--- src/rtl/cps_pkg.sv ---
// ----------------------------------------------------------------------------
// cps_pkg: shared types and constants for circle pair separation
// Field widths, pipeline sizes and the context carried along the pipeline.
// ----------------------------------------------------------------------------
package cps_pkg;

  localparam int CoordW = 32;   // signed Q16.16 coordinate
  localparam int RadW   = 24;   // unsigned Q8.16 radius
  localparam int RrW    = 25;   // summed radius, also bounds |dx|, |dz|, d
  localparam int SqW    = 2 * RrW;       // squared distance
  localparam int RootW  = RrW;           // floor square root
  localparam int RemW   = RootW + 1;     // square root remainder
  localparam int DenW   = RootW + 1;     // divisor 2*d
  localparam int QuoW   = RrW - 1;       // push magnitude, at most overlap/2
  localparam int PushW  = CoordW + 2;    // coordinate plus push before clamping

  localparam int FrontStages = 3;
  localparam int SqrtStages  = RootW;
  localparam int DivStages   = QuoW + 2;

  localparam logic signed [PushW-1:0] SatMax = PushW'(64'sd2147483647);
  localparam logic signed [PushW-1:0] SatMin = -PushW'(64'sd2147483648);

  // Context that travels with each pair through every stage.
  typedef struct packed {
    logic signed [CoordW-1:0] ax;
    logic signed [CoordW-1:0] az;
    logic signed [CoordW-1:0] bx;
    logic signed [CoordW-1:0] bz;
    logic                     sx;   // dx negative
    logic                     sz;   // dz negative
    logic [RrW-1:0]           adx;
    logic [RrW-1:0]           adz;
    logic [RrW-1:0]           rr;
    logic                     hit;  // near, later: pushed apart
  } ctx_t;

  function automatic logic signed [CoordW-1:0] sat_coord(input logic signed [PushW-1:0] v);
    logic signed [CoordW-1:0] r;
    if (v > SatMax) begin
      r = SatMax[CoordW-1:0];
    end else if (v < SatMin) begin
      r = SatMin[CoordW-1:0];
    end else begin
      r = v[CoordW-1:0];
    end
    return r;
  endfunction

endpackage

--- src/rtl/cps_front.sv ---
// ----------------------------------------------------------------------------
// cps_front: deltas, squares and overlap test
// Three stages: delta and range check, squares, squared-distance compare.
// ----------------------------------------------------------------------------
module cps_front (
  input  logic                              clk_i,
  input  logic                              rst_ni,
  input  logic                              in_valid_i,
  output logic                              in_ready_o,
  input  logic signed [cps_pkg::CoordW-1:0] first_x_i,
  input  logic signed [cps_pkg::CoordW-1:0] first_z_i,
  input  logic [cps_pkg::RadW-1:0]          first_radius_i,
  input  logic signed [cps_pkg::CoordW-1:0] second_x_i,
  input  logic signed [cps_pkg::CoordW-1:0] second_z_i,
  input  logic [cps_pkg::RadW-1:0]          second_radius_i,
  output logic                              out_valid_o,
  input  logic                              out_ready_i,
  output cps_pkg::ctx_t                     out_ctx_o,
  output logic [cps_pkg::SqW-1:0]           out_d2_o
);
  import cps_pkg::*;

  logic [FrontStages-1:0] v_q;
  logic [FrontStages-1:0] adv;

  logic signed [CoordW:0] dx, dz;
  logic [CoordW:0]        adx_w, adz_w;
  logic [RrW-1:0]         rr_w;
  ctx_t                   ctx0_d, ctx0_q, ctx1_q, ctx2_d, ctx2_q;
  logic [SqW-1:0]         sqx_d, sqz_d, rr2_d, sqx_q, sqz_q, rr2_q;
  logic [SqW:0]           sum;
  logic [SqW-1:0]         d2_d, d2_q;

  // a stage may load when it is empty or its content moves on
  assign adv[2]     = !v_q[2] || out_ready_i;
  assign adv[1]     = !v_q[1] || adv[2];
  assign adv[0]     = !v_q[0] || adv[1];
  assign in_ready_o = adv[0];

  always_comb begin
    dx     = {second_x_i[CoordW-1], second_x_i} - {first_x_i[CoordW-1], first_x_i};
    dz     = {second_z_i[CoordW-1], second_z_i} - {first_z_i[CoordW-1], first_z_i};
    adx_w  = dx[CoordW] ? (CoordW+1)'(-dx) : (CoordW+1)'(dx);
    adz_w  = dz[CoordW] ? (CoordW+1)'(-dz) : (CoordW+1)'(dz);
    rr_w   = {1'b0, first_radius_i} + {1'b0, second_radius_i};
    ctx0_d.ax  = first_x_i;
    ctx0_d.az  = first_z_i;
    ctx0_d.bx  = second_x_i;
    ctx0_d.bz  = second_z_i;
    ctx0_d.sx  = dx[CoordW];
    ctx0_d.sz  = dz[CoordW];
    ctx0_d.adx = adx_w[RrW-1:0];
    ctx0_d.adz = adz_w[RrW-1:0];
    ctx0_d.rr  = rr_w;
    ctx0_d.hit = (adx_w < (CoordW+1)'(rr_w)) && (adz_w < (CoordW+1)'(rr_w));
  end

  assign sqx_d = ctx0_q.adx * ctx0_q.adx;
  assign sqz_d = ctx0_q.adz * ctx0_q.adz;
  assign rr2_d = ctx0_q.rr * ctx0_q.rr;

  always_comb begin
    sum        = {1'b0, sqx_q} + {1'b0, sqz_q};
    ctx2_d     = ctx1_q;
    ctx2_d.hit = ctx1_q.hit && (sum != '0) && (sum < {1'b0, rr2_q});
    d2_d       = ctx2_d.hit ? sum[SqW-1:0] : '0;
  end

  always_ff @(posedge clk_i or negedge rst_ni) begin
    if (!rst_ni) begin
      v_q <= '0;
    end else begin
      if (adv[0]) v_q[0] <= in_valid_i;
      if (adv[1]) v_q[1] <= v_q[0];
      if (adv[2]) v_q[2] <= v_q[1];
    end
  end

  always_ff @(posedge clk_i) begin
    if (adv[0]) ctx0_q <= ctx0_d;
    if (adv[1]) begin
      ctx1_q <= ctx0_q;
      sqx_q  <= sqx_d;
      sqz_q  <= sqz_d;
      rr2_q  <= rr2_d;
    end
    if (adv[2]) begin
      ctx2_q <= ctx2_d;
      d2_q   <= d2_d;
    end
  end

  assign out_valid_o = v_q[2];
  assign out_ctx_o   = ctx2_q;
  assign out_d2_o    = d2_q;

endmodule

--- config.mk ---
export PLATFORM = sky130hd
export DESIGN_NAME = cps_front
export DESIGN_NICKNAME = d
export VERILOG_FILES = /design/src/rtl/cps_pkg.sv /design/src/rtl/cps_front.sv
export SDC_FILE = /design/constraint.sdc
export NUM_CORES = 2
export LEC_CHECK = 0
export BUFFER_PORTS_ARGS = -buffer_cell sky130_fd_sc_hd__buf_4
export CORE_ASPECT_RATIO = 1.4
export CORE_UTILIZATION = 64
export DETAILED_ROUTE_END_ITERATION = 8
export PLACE_DENSITY_LB_ADDON = 0.12
export SLEW_MARGIN = 40
export SYNTH_ARGS = -nofsm -noshare
export SYNTH_HDL_FRONTEND = slang
export SYNTH_SLANG_ARGS = --single-unit
export TNS_END_PERCENT = 50
--- constraint.sdc ---
create_clock -name clk_i -period 16.3 [get_ports clk_i]
set_input_delay 0 -clock clk_i [delete_from_list [all_inputs] [get_ports clk_i]]
set_output_delay 0 -clock clk_i [all_outputs]
set_load 0.05 [all_outputs]
==> summary.md <==
| Metric | Value |
|---|---|
| Status | `finished clean` |
| DIE AREA | `0.1405 mm²` |
| # H-tree levels | `3` |
| Die Ht | `443.2 µm` |
| Setup TNS | `0 ps` |
| Hold slack | `38.50 ps` |
| Critical Path Sink Type | `flop` |
| Routed len/inst | `22.73 µm` |
| Period utilization | `53.63%` |
| Commonest non-fill, non-tap cell in the layout | `inv_1` |
| First-pass DRT Iterations | `6` |
| Drc violations | `0` |
| Warnings from Yosys | `0` |
| Max Cap Viol | `0` |
| Fmax | `0.1144 GHz` |
| Clock slew at reported path FFs | `70 ps` |
| Crit path DAT | `9210 ps` |
| RSZ-0062 raised after global routing | `false` |
| Setup crit start | `ctx0_q[37]` |
| Final instance area | `0.1004 mm²` |
| Max Root-Sink Buffers | `3` |
| Crit Path Category | `reg2reg` |
| Hold-fix buffers, CTS | `284` |
| DR vias | `63052` |
| Syn_nets | `10788` |
| GRT overflow | `0` |
| Core ar. | `0.1378 mm²` |
| Crit-path slowest cell | `a221oi_1` |
| Main synth FF type | `edfxtp_1` |
| Pins Over Slew Limit | `0` |
| Final Hold Fails | `0` |
| RR Startpoint | `ctx0_q[37]` |
| Starting DRT DRC Count | `4617` |
| CTS Sinks | `815` |
| Post-synthesis sequential element count | `815` |
| Final Setup Violations | `0` |
| Clock Latency Late Sink | `740 ps` |
| CTS tree | `yes` |
| Post-synth EDFFs | `812` |
| GP Congestion | `1.003` |
| Overall routing resource usage | `36.68%` |
| CTS buffer count | `81` |
| CP most frequent cell | `fa_1` |
| Largest delay share family, worst path | `adder cells` |
| Sequential element share of the synthesized area | `27.49%` |
| Synth area leaders | `fa_1 (32%), edfxtp_1 (27%), ha_1 (11%), inv_1 (9.4%), nand2_1 (2.7%)` |
| Critical Path Fanout Max | `23` |
| Max-slew headroom | `36.27%` |
| CP required | `16760 ps` |
| Placed instance area | `0.09457 mm²` |
| Share of layout cells above drive strength 1 | `7.831%` |
| Nets | `11494` |
| Utilization after layout | `72.86%` |
| HP Class | `in2reg` |
| Drt via density | `5.741` |
| Synth area leader | `fa_1` |
| Row count | `161` |
| Number of buffers added on ports | `437` |
| Vias in the first global route | `68860` |
| PostCTS Resize Cnt | `0` |
| Syn avg cell area | `10.58 µm²` |
| Area growth syn-to-layout | `12.83%` |
| Initial antenna violation count | `17` |
| ANT nets after route | `0` |
| Slew @ Worst Pin | `952.7 ps` |
| Most frequent cells in the layout | `inv_1 (2230), fa_1 (1401), edfxtp_1 (812)` |
| Number of setup buffers added after CTS | `0` |
| Synth top area share | `31.52%` |
| First-pass GRT wire length | `383.8 mm` |
| Hold Crit Start | `first_x_i[31]` |
| Clk_skew | `47.75 ps` |
| Ys async rst share | `0.3681%` |
| Cell Area, Synth | `0.08897 mm²` |
| Tmin final | `8742 ps` |
| Synth cell types | `94` |
| Largest net degree at the start of global routing | `135` |
| Mapped Cells | `8408` |
| Initial core utilization | `64.57%` |
| Max stage delay on crit path | `720 ps` |
| I/O pin count | `438` |
| Nature of the critical path startpoint | `flop` |
| Chip Width | `317.1 µm` |
| DP HPWL | `192.6 mm` |
| Worst Path Buf+Inv | `7` |
| Drt total wl | `249.6 mm` |
| Clk root buf | `clkbuf_16` |
## sequential cells by signal, indices dropped and copies added (netlist names)
| signal | flops |
|---|---|
| rr2_q | 48 |
| v_q | 3 |
| ctx1_q | 206 |
| ctx0_q | 206 |
| sqz_q | 48 |
| out_d2_o | 50 |
| sqx_q | 48 |
| out_ctx_o | 206 |
## synth_stat cells (56+ instances only)
library cell and n:
xor2_1 105, clkbuf_1 188, a21oi_1 263, nor2_1 301, nand3_1 72, a21o_1 148
fa_1 1401, o21ai_0 157, inv_1 2230, nand2_1 634, ha_1 799, edfxtp_1 812
xnor2_1 209, nor2b_1 56, and2_1 375
## worst register-to-register path, delay by kind of cell, from the launching register on
family	cells	cell delay, ps
fa+ha+maj	8	3700
compound gates	11	3180
buf+inv	7	890
flops	1	320
simple gates	1	290
xor+xnor	1	90
## final timing paths
| path | endpoint | slack, ps | depth (start not counted) |
|---|---|---|---|
| setup / recovery | sqz_q[49] | 7560 | 28 |
| hold / removal | ctx0_q[205] | 40 | 2 |
| setup reg to reg | sqz_q[49] | 7560 | 28 |
| hold reg to reg | out_ctx_o[70] | 400 | 0 |
| max in group asynchronous | v_q[0] | 15980 | 3 |
| min in group asynchronous | v_q[2] | 170 | 3 |
## metrics by stage
stage                     setup slack, ps  cells
after floorplan                      4436   8408
after global placement               7660  10534
after detailed placement             7640  10538
after CTS                            7625  10973
after global routing                 7080  10979
final                                7558  10982
## per-layer routing
metal	track usage, %	part of all wire [%]	up-vias
met5	0	0.044	-
met1	41.74	34	31654
met3	7.003	8.0	834
met4	22.18	7.1	12
met2	63.47	51	2828
li1	-	-	27724
## layout make-up
cell class	count	area, µm²
Multi-Input combinational cell	5165	55460
Fill cell	9662	37400
Sequential cell	815	24460
Inverter	2231	8374
Timing Repair Buffer	820	6933
Tap cell	1793	2243
Clock buffer	94	2086
Clock inverter	57	814.5
Antenna cell	7	17.52
## kinds of logic after synthesis
family,synth area share [%]
AOI/OAI and AO/OA,6.776
xor gates and xnor gates,3.091
adders and majority gates,42.76
buffers and inverters,10.25
DFF,27.49
muxes,0.1744
and+or+nand+nor,9.455
Power is left out: the tool's default activity adds up to more than one toggle a clock period on the data nets, which glitch-free logic cannot reach.
